$ cat config.mk
export PLATFORM = sky130hd
export DESIGN_NAME = sdram_single_access_controller_core
export DESIGN_NICKNAME = d
export VERILOG_FILES = /design/src/sdram_sac_pkg.sv /design/src/sdram_sac_core.sv /design/src/sdram_sac_step.sv
export SDC_FILE = /design/constraint.sdc
export NUM_CORES = 1
export LEC_CHECK = 0
export BUFFER_PORTS_ARGS = -buffer_cell sky130_fd_sc_hd__buf_4
export CAP_MARGIN = 20
export CELL_PAD_IN_SITES_DETAIL_PLACEMENT = 0
export CELL_PAD_IN_SITES_GLOBAL_PLACEMENT = 1
export CORE_MARGIN = 4
export CORE_UTILIZATION = 49
export CTS_BUF_LIST = sky130_fd_sc_hd__clkbuf_8
export DETAILED_ROUTE_END_ITERATION = 12
export GPL_TIMING_DRIVEN = 0
export MAX_ROUTING_LAYER = met4
export PLACE_DENSITY = 0.95
export SLEW_MARGIN = 15
export SYNTH_ARGS = -nofsm -noshare
export SYNTH_HDL_FRONTEND = slang
export SYNTH_SLANG_ARGS = --single-unit
$ cat constraint.sdc
create_clock -name clock -period 13.25 [get_ports clock]
set_input_delay 1.325 -clock clock [delete_from_list [all_inputs] [get_ports clock]]
set_output_delay 1.325 -clock clock [all_outputs]
set_load 0.02 [all_outputs]
$ cat src/sdram_sac_pkg.sv
// Shared types, constants and command codes of the SDRAM single-access controller.
package sdram_sac_pkg;

   localparam int ROW_WIDTH    = 13;
   localparam int BANK_WIDTH   = 3;
   localparam int BEAT_WIDTH   = 16;
   localparam int SOURCE_WIDTH = 4;

   localparam int COL_WIDTH    = 10;
   localparam int ADDR_WIDTH   = ROW_WIDTH + BANK_WIDTH + COL_WIDTH;
   localparam int BEAT_BYTES   = BEAT_WIDTH / 8;
   localparam int WORD_WIDTH   = 2 * BEAT_WIDTH;
   localparam int MASK_WIDTH   = 2 * BEAT_BYTES;
   localparam int WORD_SHIFT   = $clog2(2 * BEAT_BYTES);

   localparam int REFRESH_WIDTH  = 16;
   localparam int RECOVERY_WIDTH = 8;
   localparam int CSR_WIDTH      = 16;

   localparam logic [REFRESH_WIDTH-1:0]  REFRESH_PERIOD_RESET  = 16'd780;
   localparam logic [RECOVERY_WIDTH-1:0] RECOVERY_LENGTH_RESET = 8'd13;

   // Register indexes of the configuration port.
   localparam logic CSR_REFRESH_PERIOD  = 1'b0;
   localparam logic CSR_RECOVERY_LENGTH = 1'b1;

   // Command codes: csn, rasn, casn, wen.
   localparam logic [3:0] CMD_REFRESH  = 4'd1;
   localparam logic [3:0] CMD_ACTIVATE = 4'd3;
   localparam logic [3:0] CMD_WRITE    = 4'd4;
   localparam logic [3:0] CMD_READ     = 4'd5;
   localparam logic [3:0] CMD_DESELECT = 4'd15;

   localparam int PHASE_WIDTH = 3;
   localparam logic [PHASE_WIDTH-1:0] PH_IDLE     = 3'd0;
   localparam logic [PHASE_WIDTH-1:0] PH_CAS      = 3'd1;
   localparam logic [PHASE_WIDTH-1:0] PH_WAIT     = 3'd2;
   localparam logic [PHASE_WIDTH-1:0] PH_FIRST    = 3'd3;
   localparam logic [PHASE_WIDTH-1:0] PH_SECOND   = 3'd4;
   localparam logic [PHASE_WIDTH-1:0] PH_ACK      = 3'd5;
   localparam logic [PHASE_WIDTH-1:0] PH_RECOVERY = 3'd6;

   // Fields of one tick request except req_is_read; the last member is the lowest.
   typedef struct packed {
      logic [BEAT_WIDTH-1:0]   dq_in;
      logic                    dq_read_valid;
      logic                    resp_ready;
      logic [SOURCE_WIDTH-1:0] req_source;
      logic [MASK_WIDTH-1:0]   req_mask;
      logic [WORD_WIDTH-1:0]   req_data;
      logic [ADDR_WIDTH-1:0]   req_address;
      logic                    req_valid;
   } req_fields_type;

   // Fields of one tick result except resp_is_read; the last member is the lowest.
   typedef struct packed {
      logic [SOURCE_WIDTH-1:0] resp_source;
      logic [WORD_WIDTH-1:0]   resp_data;
      logic                    resp_valid;
      logic                    req_ready;
      logic                    dq_write_valid;
      logic [BEAT_BYTES-1:0]   dq_mask;
      logic [BEAT_WIDTH-1:0]   dq_out;
      logic [ROW_WIDTH-1:0]    dram_address;
      logic [BANK_WIDTH-1:0]   bank;
      logic [3:0]              command_code;
   } rsp_fields_type;

   localparam int REQ_FIELDS_WIDTH = $bits(req_fields_type);
   localparam int RSP_FIELDS_WIDTH = $bits(rsp_fields_type);
   localparam int REQ_TDATA_WIDTH  = ((REQ_FIELDS_WIDTH + 7) / 8) * 8;
   localparam int RSP_TDATA_WIDTH  = ((RSP_FIELDS_WIDTH + 7) / 8) * 8;

   typedef struct packed {
      logic                    valid;
      logic                    is_read;
      logic [ADDR_WIDTH-1:0]   address;
      logic [WORD_WIDTH-1:0]   data;
      logic [MASK_WIDTH-1:0]   mask;
      logic [SOURCE_WIDTH-1:0] source;
   } held_type;

   typedef struct packed {
      logic [PHASE_WIDTH-1:0]    phase;
      held_type                  held;
      logic [REFRESH_WIDTH-1:0]  refresh_count;
      logic                      refresh_armed;
      logic                      refresh_pending;
      logic [RECOVERY_WIDTH-1:0] recovery_count;
      logic [WORD_WIDTH-1:0]     read_shift;
   } state_type;

   typedef struct packed {
      logic [REFRESH_WIDTH-1:0]  refresh_period;
      logic [RECOVERY_WIDTH-1:0] recovery_length;
   } config_type;

endpackage

$ cat src/sdram_sac_core.sv
// Top level of the SDRAM single-access controller core.
//
// Usage: every request on the req_ channel is one clock tick of a closed-page
// DDR2 command sequencer. It carries the memory request that is offered, the
// response consumer's ready, and the PHY read beat seen in that tick. For each
// accepted request exactly one result leaves on the rsp_ channel. It carries the
// DRAM command, bank, address, write beat and mask, and the response to the
// requester for that tick.
// The csr_ port writes the refresh period (index 0) and the recovery length
// (index 1); write it only while no tick result is outstanding.
// A request that is accepted is captured in the output register and shows its
// result there from the next cycle. Throughput is one request per cycle while the receiver does not stall,
// set by the single result register; a new request is taken in the same cycle
// that the previous result is taken.
// When the receiver stalls, the result register holds its contents and
// req_tready follows rsp_tready, so no tick is lost or repeated.
// Reset is synchronous and active high. It returns the sequencer to idle, empties
// the holding register, clears the refresh and recovery counters, and loads the
// register reset values of 780 and 13.
module sdram_single_access_controller_core (
   input  logic                                      clock,
   input  logic                                      reset,
   // Tick request channel.
   input  logic                                      req_tvalid,
   output logic                                      req_tready,
   // From bit 0 up: req_valid, req_address, req_data, req_mask, req_source,
   // resp_ready, dq_read_valid, dq_in, zero fill.
   input  logic [sdram_sac_pkg::REQ_TDATA_WIDTH-1:0] req_tdata,
   // Bit 0: req_is_read.
   input  logic [0:0]                                req_tuser,
   // Tick result channel.
   output logic                                      rsp_tvalid,
   input  logic                                      rsp_tready,
   // From bit 0 up: command_code, bank, dram_address, dq_out, dq_mask,
   // dq_write_valid, req_ready, resp_valid, resp_data, resp_source, zero fill.
   output logic [sdram_sac_pkg::RSP_TDATA_WIDTH-1:0] rsp_tdata,
   // Bit 0: resp_is_read.
   output logic [0:0]                                rsp_tuser,
   // Configuration write port.
   input  logic                                      csr_we,
   input  logic                                      csr_index,
   input  logic [sdram_sac_pkg::CSR_WIDTH-1:0]       csr_wdata
);

   sdram_sac_pkg::state_type      state_ff;
   sdram_sac_pkg::state_type      state_in;
   sdram_sac_pkg::config_type     cfg_ff;
   sdram_sac_pkg::req_fields_type tick;
   sdram_sac_pkg::rsp_fields_type result;
   sdram_sac_pkg::rsp_fields_type result_ff;
   logic                          result_is_read;
   logic                          result_is_read_ff;
   logic                          rsp_tvalid_ff;
   logic                          accept;

   // A tick is taken whenever the result register is empty or being drained.
   assign req_tready = !rsp_tvalid_ff || rsp_tready;
   assign accept     = req_tvalid && req_tready;
   assign tick       = sdram_sac_pkg::req_fields_type'(
                          req_tdata[sdram_sac_pkg::REQ_FIELDS_WIDTH-1:0]);

   sdram_sac_step u_step (
      .state_ff       (state_ff),
      .tick           (tick),
      .tick_is_read   (req_tuser[0]),
      .cfg            (cfg_ff),
      .state_in       (state_in),
      .result         (result),
      .result_is_read (result_is_read)
   );

   // Configuration registers.
   always_ff @(posedge clock) begin
      if (reset) begin
         cfg_ff.refresh_period  <= sdram_sac_pkg::REFRESH_PERIOD_RESET;
         cfg_ff.recovery_length <= sdram_sac_pkg::RECOVERY_LENGTH_RESET;
      end else if (csr_we) begin
         unique case (csr_index)
            sdram_sac_pkg::CSR_REFRESH_PERIOD: begin
               cfg_ff.refresh_period <= csr_wdata[sdram_sac_pkg::REFRESH_WIDTH-1:0];
            end
            sdram_sac_pkg::CSR_RECOVERY_LENGTH: begin
               cfg_ff.recovery_length <= csr_wdata[sdram_sac_pkg::RECOVERY_WIDTH-1:0];
            end
            default: begin
            end
         endcase
      end
   end

   // Sequencer state advances once per accepted tick. The read shift register
   // and the held address, data and mask carry no reset: they are only used
   // after being written.
   always_ff @(posedge clock) begin
      if (reset) begin
         state_ff.phase           <= sdram_sac_pkg::PH_IDLE;
         state_ff.held.valid      <= 1'b0;
         state_ff.held.is_read    <= 1'b0;
         state_ff.held.source     <= '0;
         state_ff.refresh_count   <= '0;
         state_ff.refresh_armed   <= 1'b0;
         state_ff.refresh_pending <= 1'b0;
         state_ff.recovery_count  <= '0;
      end else if (accept) begin
         state_ff <= state_in;
      end
   end

   // Result register.
   always_ff @(posedge clock) begin
      if (reset) begin
         rsp_tvalid_ff <= 1'b0;
      end else if (req_tready) begin
         rsp_tvalid_ff <= req_tvalid;
      end
   end

   always_ff @(posedge clock) begin
      if (accept) begin
         result_ff         <= result;
         result_is_read_ff <= result_is_read;
      end
   end

   assign rsp_tvalid = rsp_tvalid_ff;
   assign rsp_tdata  = sdram_sac_pkg::RSP_TDATA_WIDTH'(result_ff);
   assign rsp_tuser  = result_is_read_ff;

   // The holding register stays full from activate until the response is taken.
   assert property (@(posedge clock) disable iff (reset)
      (state_ff.phase == sdram_sac_pkg::PH_CAS || state_ff.phase == sdram_sac_pkg::PH_WAIT ||
       state_ff.phase == sdram_sac_pkg::PH_FIRST ||
       state_ff.phase == sdram_sac_pkg::PH_SECOND ||
       state_ff.phase == sdram_sac_pkg::PH_ACK) |-> state_ff.held.valid)
      else $error("holding register empty during an access");

   // A consumed response moves the sequencer to recovery.
   assert property (@(posedge clock) disable iff (reset)
      (accept && state_ff.phase == sdram_sac_pkg::PH_ACK && tick.resp_ready)
      |=> state_ff.phase == sdram_sac_pkg::PH_RECOVERY)
      else $error("response consumed without entering recovery");

   // A pending refresh in idle always goes to recovery.
   assert property (@(posedge clock) disable iff (reset)
      (accept && state_ff.phase == sdram_sac_pkg::PH_IDLE && state_ff.refresh_pending)
      |=> state_ff.phase == sdram_sac_pkg::PH_RECOVERY)
      else $error("pending refresh not serviced in idle");

   // A consumed request is only ever reported together with a response.
   assert property (@(posedge clock) disable iff (reset)
      (rsp_tvalid && result_ff.req_ready) |-> result_ff.resp_valid)
      else $error("request consumed without a response");

endmodule

$ cat src/sdram_sac_step.sv
// Next-state and command logic of one controller clock tick.
module sdram_sac_step (
   input  sdram_sac_pkg::state_type      state_ff,
   input  sdram_sac_pkg::req_fields_type tick,
   input  logic                          tick_is_read,
   input  sdram_sac_pkg::config_type     cfg,
   output sdram_sac_pkg::state_type      state_in,
   output sdram_sac_pkg::rsp_fields_type result,
   output logic                          result_is_read
);

   logic                                         serviced;
   logic                                         consumed;
   logic                                         armed_now;
   logic                                         refresh_last;
   logic                                         recovery_last;
   logic                                         is_put;
   logic [sdram_sac_pkg::BANK_WIDTH-1:0]         bank_of;
   logic [sdram_sac_pkg::REFRESH_WIDTH-1:0]      refresh_bound;
   logic [sdram_sac_pkg::RECOVERY_WIDTH-1:0]     recovery_bound;

   assign is_put         = !state_ff.held.is_read;
   assign bank_of        = state_ff.held.address[sdram_sac_pkg::COL_WIDTH +:
                                                 sdram_sac_pkg::BANK_WIDTH];
   assign armed_now      = state_ff.refresh_armed || state_ff.held.valid;
   assign refresh_bound  = cfg.refresh_period - 1'b1;
   assign recovery_bound = cfg.recovery_length - 1'b1;
   assign refresh_last   = state_ff.refresh_count == refresh_bound;
   assign recovery_last  = state_ff.recovery_count == recovery_bound;

   always_comb begin
      result                = '0;
      result.command_code   = sdram_sac_pkg::CMD_DESELECT;
      result.resp_data      = state_ff.read_shift;
      result.resp_source    = state_ff.held.source;
      result_is_read        = state_ff.held.is_read;
      serviced              = 1'b0;
      consumed              = 1'b0;
      state_in              = state_ff;

      unique case (state_ff.phase)
         sdram_sac_pkg::PH_IDLE: begin
            if (state_ff.held.valid) begin
               result.command_code = sdram_sac_pkg::CMD_ACTIVATE;
               result.dram_address = state_ff.held.address[
                  sdram_sac_pkg::COL_WIDTH + sdram_sac_pkg::BANK_WIDTH +:
                  sdram_sac_pkg::ROW_WIDTH];
               result.bank         = bank_of;
               state_in.phase      = sdram_sac_pkg::PH_CAS;
            end
            // Refresh wins; the bank and row set for a held request's activate stay on the bus.
            if (state_ff.refresh_pending) begin
               result.command_code = sdram_sac_pkg::CMD_REFRESH;
               serviced            = 1'b1;
               state_in.phase      = sdram_sac_pkg::PH_RECOVERY;
            end
         end
         sdram_sac_pkg::PH_CAS: begin
            result.command_code = state_ff.held.is_read ? sdram_sac_pkg::CMD_READ
                                                        : sdram_sac_pkg::CMD_WRITE;
            // Column with the word offset cleared and auto-precharge in bit ten.
            result.dram_address = sdram_sac_pkg::ROW_WIDTH'({1'b1,
               state_ff.held.address[sdram_sac_pkg::COL_WIDTH-1:sdram_sac_pkg::WORD_SHIFT],
               {sdram_sac_pkg::WORD_SHIFT{1'b0}}});
            result.bank         = bank_of;
            state_in.phase      = sdram_sac_pkg::PH_WAIT;
         end
         sdram_sac_pkg::PH_WAIT: begin
            state_in.phase = sdram_sac_pkg::PH_FIRST;
         end
         sdram_sac_pkg::PH_FIRST: begin
            result.dq_write_valid = is_put;
            result.dq_out  = state_ff.held.data[sdram_sac_pkg::BEAT_WIDTH-1:0];
            result.dq_mask = ~state_ff.held.mask[sdram_sac_pkg::BEAT_BYTES-1:0];
            if (is_put || tick.dq_read_valid) begin
               state_in.phase = sdram_sac_pkg::PH_SECOND;
            end
         end
         sdram_sac_pkg::PH_SECOND: begin
            result.dq_write_valid = is_put;
            result.dq_out  = state_ff.held.data[sdram_sac_pkg::BEAT_WIDTH +:
                                                sdram_sac_pkg::BEAT_WIDTH];
            result.dq_mask = ~state_ff.held.mask[sdram_sac_pkg::BEAT_BYTES +:
                                                 sdram_sac_pkg::BEAT_BYTES];
            state_in.phase = sdram_sac_pkg::PH_ACK;
         end
         sdram_sac_pkg::PH_ACK: begin
            result.resp_valid = 1'b1;
            if (tick.resp_ready) begin
               consumed       = 1'b1;
               state_in.phase = sdram_sac_pkg::PH_RECOVERY;
            end
         end
         sdram_sac_pkg::PH_RECOVERY: begin
            state_in.recovery_count = recovery_last ? '0 : state_ff.recovery_count + 1'b1;
            if (recovery_last) begin
               state_in.phase = sdram_sac_pkg::PH_IDLE;
            end
         end
         default: begin
            state_in.phase = sdram_sac_pkg::PH_IDLE;
         end
      endcase

      result.req_ready = consumed;

      state_in.refresh_pending = refresh_last || (state_ff.refresh_pending && !serviced);
      if (armed_now) begin
         state_in.refresh_count = refresh_last ? '0 : state_ff.refresh_count + 1'b1;
      end
      state_in.refresh_armed = armed_now;

      if (tick.dq_read_valid) begin
         state_in.read_shift = {tick.dq_in,
            state_ff.read_shift[sdram_sac_pkg::WORD_WIDTH-1:sdram_sac_pkg::BEAT_WIDTH]};
      end

      if (consumed) begin
         state_in.held.valid = 1'b0;
      end
      if ((!state_ff.held.valid || consumed) && tick.req_valid) begin
         state_in.held.valid   = 1'b1;
         state_in.held.is_read = tick_is_read;
         state_in.held.address = tick.req_address;
         state_in.held.data    = tick.req_data;
         state_in.held.mask    = tick.req_mask;
         state_in.held.source  = tick.req_source;
      end
   end

endmodule
Yosys cells after proc, flatten, opt, wreduce, memory -nomap -nowiden
Index checks and enable logic that the tools add are counted.

word-level totals
  flip-flop bits (word level) = 232
  output and inout bits = 83
  bits of input ports = 111
  word-level logic and storage cells = 89

cells by class
  muxes and demuxes = 20
  equality and inequality tests = 12
  add/sub/neg operators = 4
  bitwise gates (word level) = 4
  reductions and logical operators = 23

operators by type and width
  operator                 count
  $mux W68                 1
  $pmux W20 S2             1
  $pmux W19 S2             1
  $pmux W3 S7              1
  $mux W20                 1
  $add A16 B1 Y16 const B  1
  $eq A16 B16 Y1           1
  $mux W16                 1
  $sub A16 B1 Y16 const B  1
  $mux W3                  5
  $reduce_and A2 Y1        6
  $eq A3 B3 Y1 const B     3
  $add A8 B1 Y8 const B    1
  $eq A8 B8 Y1             1
  $mux W8                  1
  $sub A8 B1 Y8 const B    1
  $mux W1                  7
  $eq A3 B2 Y1 const B     2
  $reduce_and A3 Y1        2
  $logic_or A1 B1 Y1       5
  $reduce_and A5 Y1        1
  $logic_not A1 Y1         4
  $mux W4                  1
  $ne A2 B1 Y1 const B     2
  8 further kinds          12

Longest topological paths before layout
  depth in word-level cells = 6
  depth in mapped cells = 9
  gate-level depth less buffers = 8

Modules after synthesis
Synthesis repeated with hierarchy kept, for this count alone.

unflattened totals
  cells, all modules = 891
  area total of the unflattened synthesis = 11,139.4 µm²

modules (own cells, without submodules)
  module                               cells an instance  area each (µm²)  seq. area each (µm²)  instances
  sdram_single_access_controller_core  450                7,763.7          6,366.1               1
  sdram_sac_step                       441                3,375.7          0.0                   1

Least setup slack after synthesis
OpenSTA, ideal clock, no wires.

  kind = input-to-reg
  start = in rsp_tready
  end = reg state_ff[100] (netlist name)
  stages on the path = 8
  library setup time = 0.478 ns
  path buffers = 2
  path slack = 6.149 ns
  arrival = 6.623 ns
  required time = 12.772 ns
  path through = nand2b_1 -> clkbuf_1 -> nand2_1 -> inv_1 -> nand2_1 -> a21o_1 -> clkbuf_1 -> nor2_1

on the way
  cells in the longest elaborated chain, start to end = 3

ends and longest elaborated chain
  item                                line                  RTL
  start, declared                     sdram_sac_core.sv:33  input logic rsp_tready,
  $logic_or A1 B1 Y1                  sdram_sac_core.sv:57  assign req_tready = !rsp_tvalid_ff || rsp_tready;
  net req_tready                      sdram_sac_core.sv:25  output logic req_tready,
  $logic_and A1 B1 Y1                 sdram_sac_core.sv:58  assign accept = req_tvalid && req_tready;
  net accept                          sdram_sac_core.sv:54  logic accept;
  $reduce_and A3 Y1 (no source line)  --

The timed path passes the listed nets, and every way through them passes these cells.
A chain may end at the register's enable or synchronous reset.

Worst setup path in the final report
  start = in rsp_tready
  end = reg state_ff[82] (netlist name)

on the way
  cells in the longest elaborated chain, start to end = 3

ends and longest elaborated chain
  item                                line
  $logic_or A1 B1 Y1                  sdram_sac_core.sv:57
  $logic_and A1 B1 Y1                 sdram_sac_core.sv:58
  net accept                          sdram_sac_core.sv:54
  $reduce_and A3 Y1 (no source line)  --

The timed path passes the listed nets, and every way through them passes these cells.

==> impl_metrics.toml <==
[run_status]
status = "finished, final reports clean"

[pwr]
leakage_nw = 4.33
power.density_nw_per_um2 = 135
p_sw_share_pct = 23.1
p_comb_share_pct = 9.1
pwr-share-seq_pct = 53.2
power.switching_mw = 0.356
power_mw = 1.54
p_int_mw = 1.18
irDropWorstVdd_v = 0.000100
pwr-share-clk_pct = 37.6

[timing]
fin_crit_sh_pct = 28.5
fmax_mhz = 265
drv_slew = 0
fin_crit_ns = 3.77
setup_viol = 0
timing.final.ws_setup_ns = 9.48
fin_hold_ws_ns = 0.418
finClkSkew_ns = 0.0235
rsz0062_at_grt = "false"
worst_pin_slew_ns = 0.801
finalSetupTns_ns = 0
slew_headroom_pct = 46.2
hold_violations = 0

[cells_and_area]
area_growth_syn_to_layout_pct = 27.9
fin_area_um2 = 11400
num-nets-final = 998
drive_above_1_share_pct = 29.8

[hold_path]
hold_path_class = "flip-flop to flip-flop"
min_delay_path_depth = 0
holdPathEnd = "rsp_tdata[52]$_DFFE_PP_"
worstHoldStart = "state_ff[11]$_DFFE_PP_"

[place]
dpl_cell_area_um2 = 10700
hpwl_um = 14000
gp_congestion = 0.813
dp_slack_ns = 8.93
io_buffers = 184

[drt]
wirelength_um = 19500
first_pass_iters = 5
vias_per_cell = 5.15
drcViolationCount = 0
drt_iter0_markers = 291
wl_per_cell_um = 17.1
ant_nets = 0
via_count = 5872

[yosys]
synthesis.area_um2 = 8910
synth.yosys.seq_area_share_pct = 70.8
async_flop_share_pct = 0
ys_warn_count = 0
syn_inst = 651
yosys-top-cells-area = "edfxtp_1 57%, dfxtp_1 13%, nand2_1 3.1%, xnor2_1 2.9%, a22o_1 2.4%"
synth_top_area_share_pct = 57.3
yosys.area.top_type = "edfxtp_1"
ys_ff_latch = 230
avgSynthCellArea_um2 = 13.7
synth_cell_types = 60
synth-edff-count = 170
ys.flop_type = "edfxtp_1"

[run]
cap_viol_max_count = 0

[critical_path]
r2r-end = "state_ff[82]$_DFFE_PP_"
crit_type = "primary input to flip-flop"
regToRegSetupSlack_ns = 10.08
ff2ff_path_depth = 11
worstPathArrival_ns = 3.97
endpoint_kind = "flip-flop"
required_ns = 13.45
timing.rr.start = "rsp_tvalid$_SDFFE_PP0N_"
startpoint_type = "primary input"
crit_fanout = 42

[floorplanning]
die_area_um2 = 20400
ios = 194
core_um2 = 17900
die_w_um = 143
fp.dieH_um = 143
row_count = 49
initial_core_util_pct = 49.8

[clocking]
path_clk_slew_ns = 0.06
cts_setup_buffers = 0
cts_tree = "built"
cts_hold_buf = 0
cts_buffers = 38
cts_buffer_depth = 3
h-tree-depth = 2
clock-root-buffer = "clkbuf_8"
insertion_delay_ns = 0.52
clock_sinks = 230
ctsResizeCount = 0

[grt]
grt_max_degree = 43
grt_pass1_wl_um = 29600
grt_pass1_vias = 5891
grt_antenna_before_repair = 0
grt-ovfl-total = 0
grt_usage_pct = 19.0
synthesized netlist by cell type (6+ instances only):
library cell and count:
nor3_2 10, inv_1 12, edfxtp_1 170, nand4_1 9, a22o_1 24, xnor2_1 30
dfxtp_1 60, xor2_1 19, nor2b_1 7, nor2_1 35, and3_1 6, nor3_1 26
nand3b_1 11, nand2_1 73, o21ai_0 10, nand3_1 7, a21oi_1 24, clkbuf_1 26
mux2i_1 8
power groups by stage:
| stage | clock network [mW] | registers, mW | logic (mW) |
|---|---|---|---|
| 2_1_floorplan | 0 | 0.850 | 0.0530 |
| 3_3_place_gp | 0 | 0.834 | 0.135 |
| 3_5_place_dp | 0 | 0.833 | 0.140 |
| 4_1_cts | 0.595 | 0.818 | 0.141 |
| 5_1_grt | 0.633 | 0.820 | 0.151 |
| 6_report | 0.579 | 0.818 | 0.140 |
layer usage:
metal	up-vias	part of all wire (%)	wire length (µm)	GRT usage (%)
met5	-	0	0	-
met4	0	4.4	850	9.60
met2	190	51	9940	31.1
li1	2861	-	-	-
met3	56	6.1	1180	4.12
met1	2765	38	7480	22.2
state kept, by name, indices dropped and copies added, names as in the netlist:
name / cells
cfg_ff: 24
rsp_tvalid: 1
rsp_tdata: 77
rsp_tuser: 1
state_ff: 127
kinds of logic after synthesis:
family,after synthesis,share of synthesized area [%]
adder cells (fa/ha/maj),4,0.562
AO/OA/AOI/OAI,91,7.28
other,1,0.0421
multiplexers,9,1.03
AND/OR/NAND/NOR,222,13.3
XOR/XNOR,49,4.82
buffers and inverters,45,2.21
flip-flops,230,70.8
per-stage QoR:
step | instances | utilization, %
CTS | 1139 | 63.6
global placement | 1066 | 59.1
floorplan | 653 | -
global route | 1139 | 63.6
finish | 1140 | 63.6
detailed placement | 1072 | 59.7
layout make-up:
class / count / area (µm²)
flip-flops and latches: 230 / 6310
repair buffers: 190 / 1460
clock inverters: 28 / 175
well taps: 229 / 287
diodes: 1 / 2.50
multi-input cells: 378 / 2420
clock buffers: 39 / 537
plain buffers: 33 / 151
fillers: 1364 / 6510
inverters: 12 / 47.5
worst max path at each step:
stage	startpoint	end	slack, ns	cells after the start
after CTS	rsp_tready	state_ff[66]$_DFFE_PP_	9.48	12
after detailed placement	rsp_tready	state_ff[97]$_DFFE_PP_	8.93	12
after global placement	rsp_tready	state_ff[97]$_DFFE_PP_	4.43	9
after global routing	rsp_tready	state_ff[66]$_DFFE_PP_	9.27	12
after floorplan	rsp_tready	state_ff[100]$_DFFE_PP_	6.15	8
final	rsp_tready	state_ff[82]$_DFFE_PP_	9.48	12
critical path, cell delays in order:
cell and delay, ns:
buf_4 0.07, nand2b_1 0.08, clkbuf_1 0.28, nand2_1 0.26
inv_4 0.48, buf_12 0.30, nand2_1 0.11, a21o_1 0.16
clkbuf_1 0.26, nor2_4 0.18, buf_12 0.22, buf_12 0.22
cells in the final DEF, fill, tap and decap left out, drive strengths merged, types with 6 or more instances in the layout:
master  synthesis  final
a21oi          24     24
a22o           24     24
and3            6      6
buf             7    197
clkbuf         26     65
clkinv          0     12
dfxtp          60     60
edfxtp        170    170
inv            12     25
mux2i           8      8
nand2          73     73
nand3           7      7
nand3b         11     11
nand4           9      9
nor2           35     35
nor2b           7      7
nor3           36     36
nor4            7      7
o21ai          10     10
or2             7      7
xnor2          30     30
xor2           19     19
Note: power is estimated with default switching activity, not from simulation.
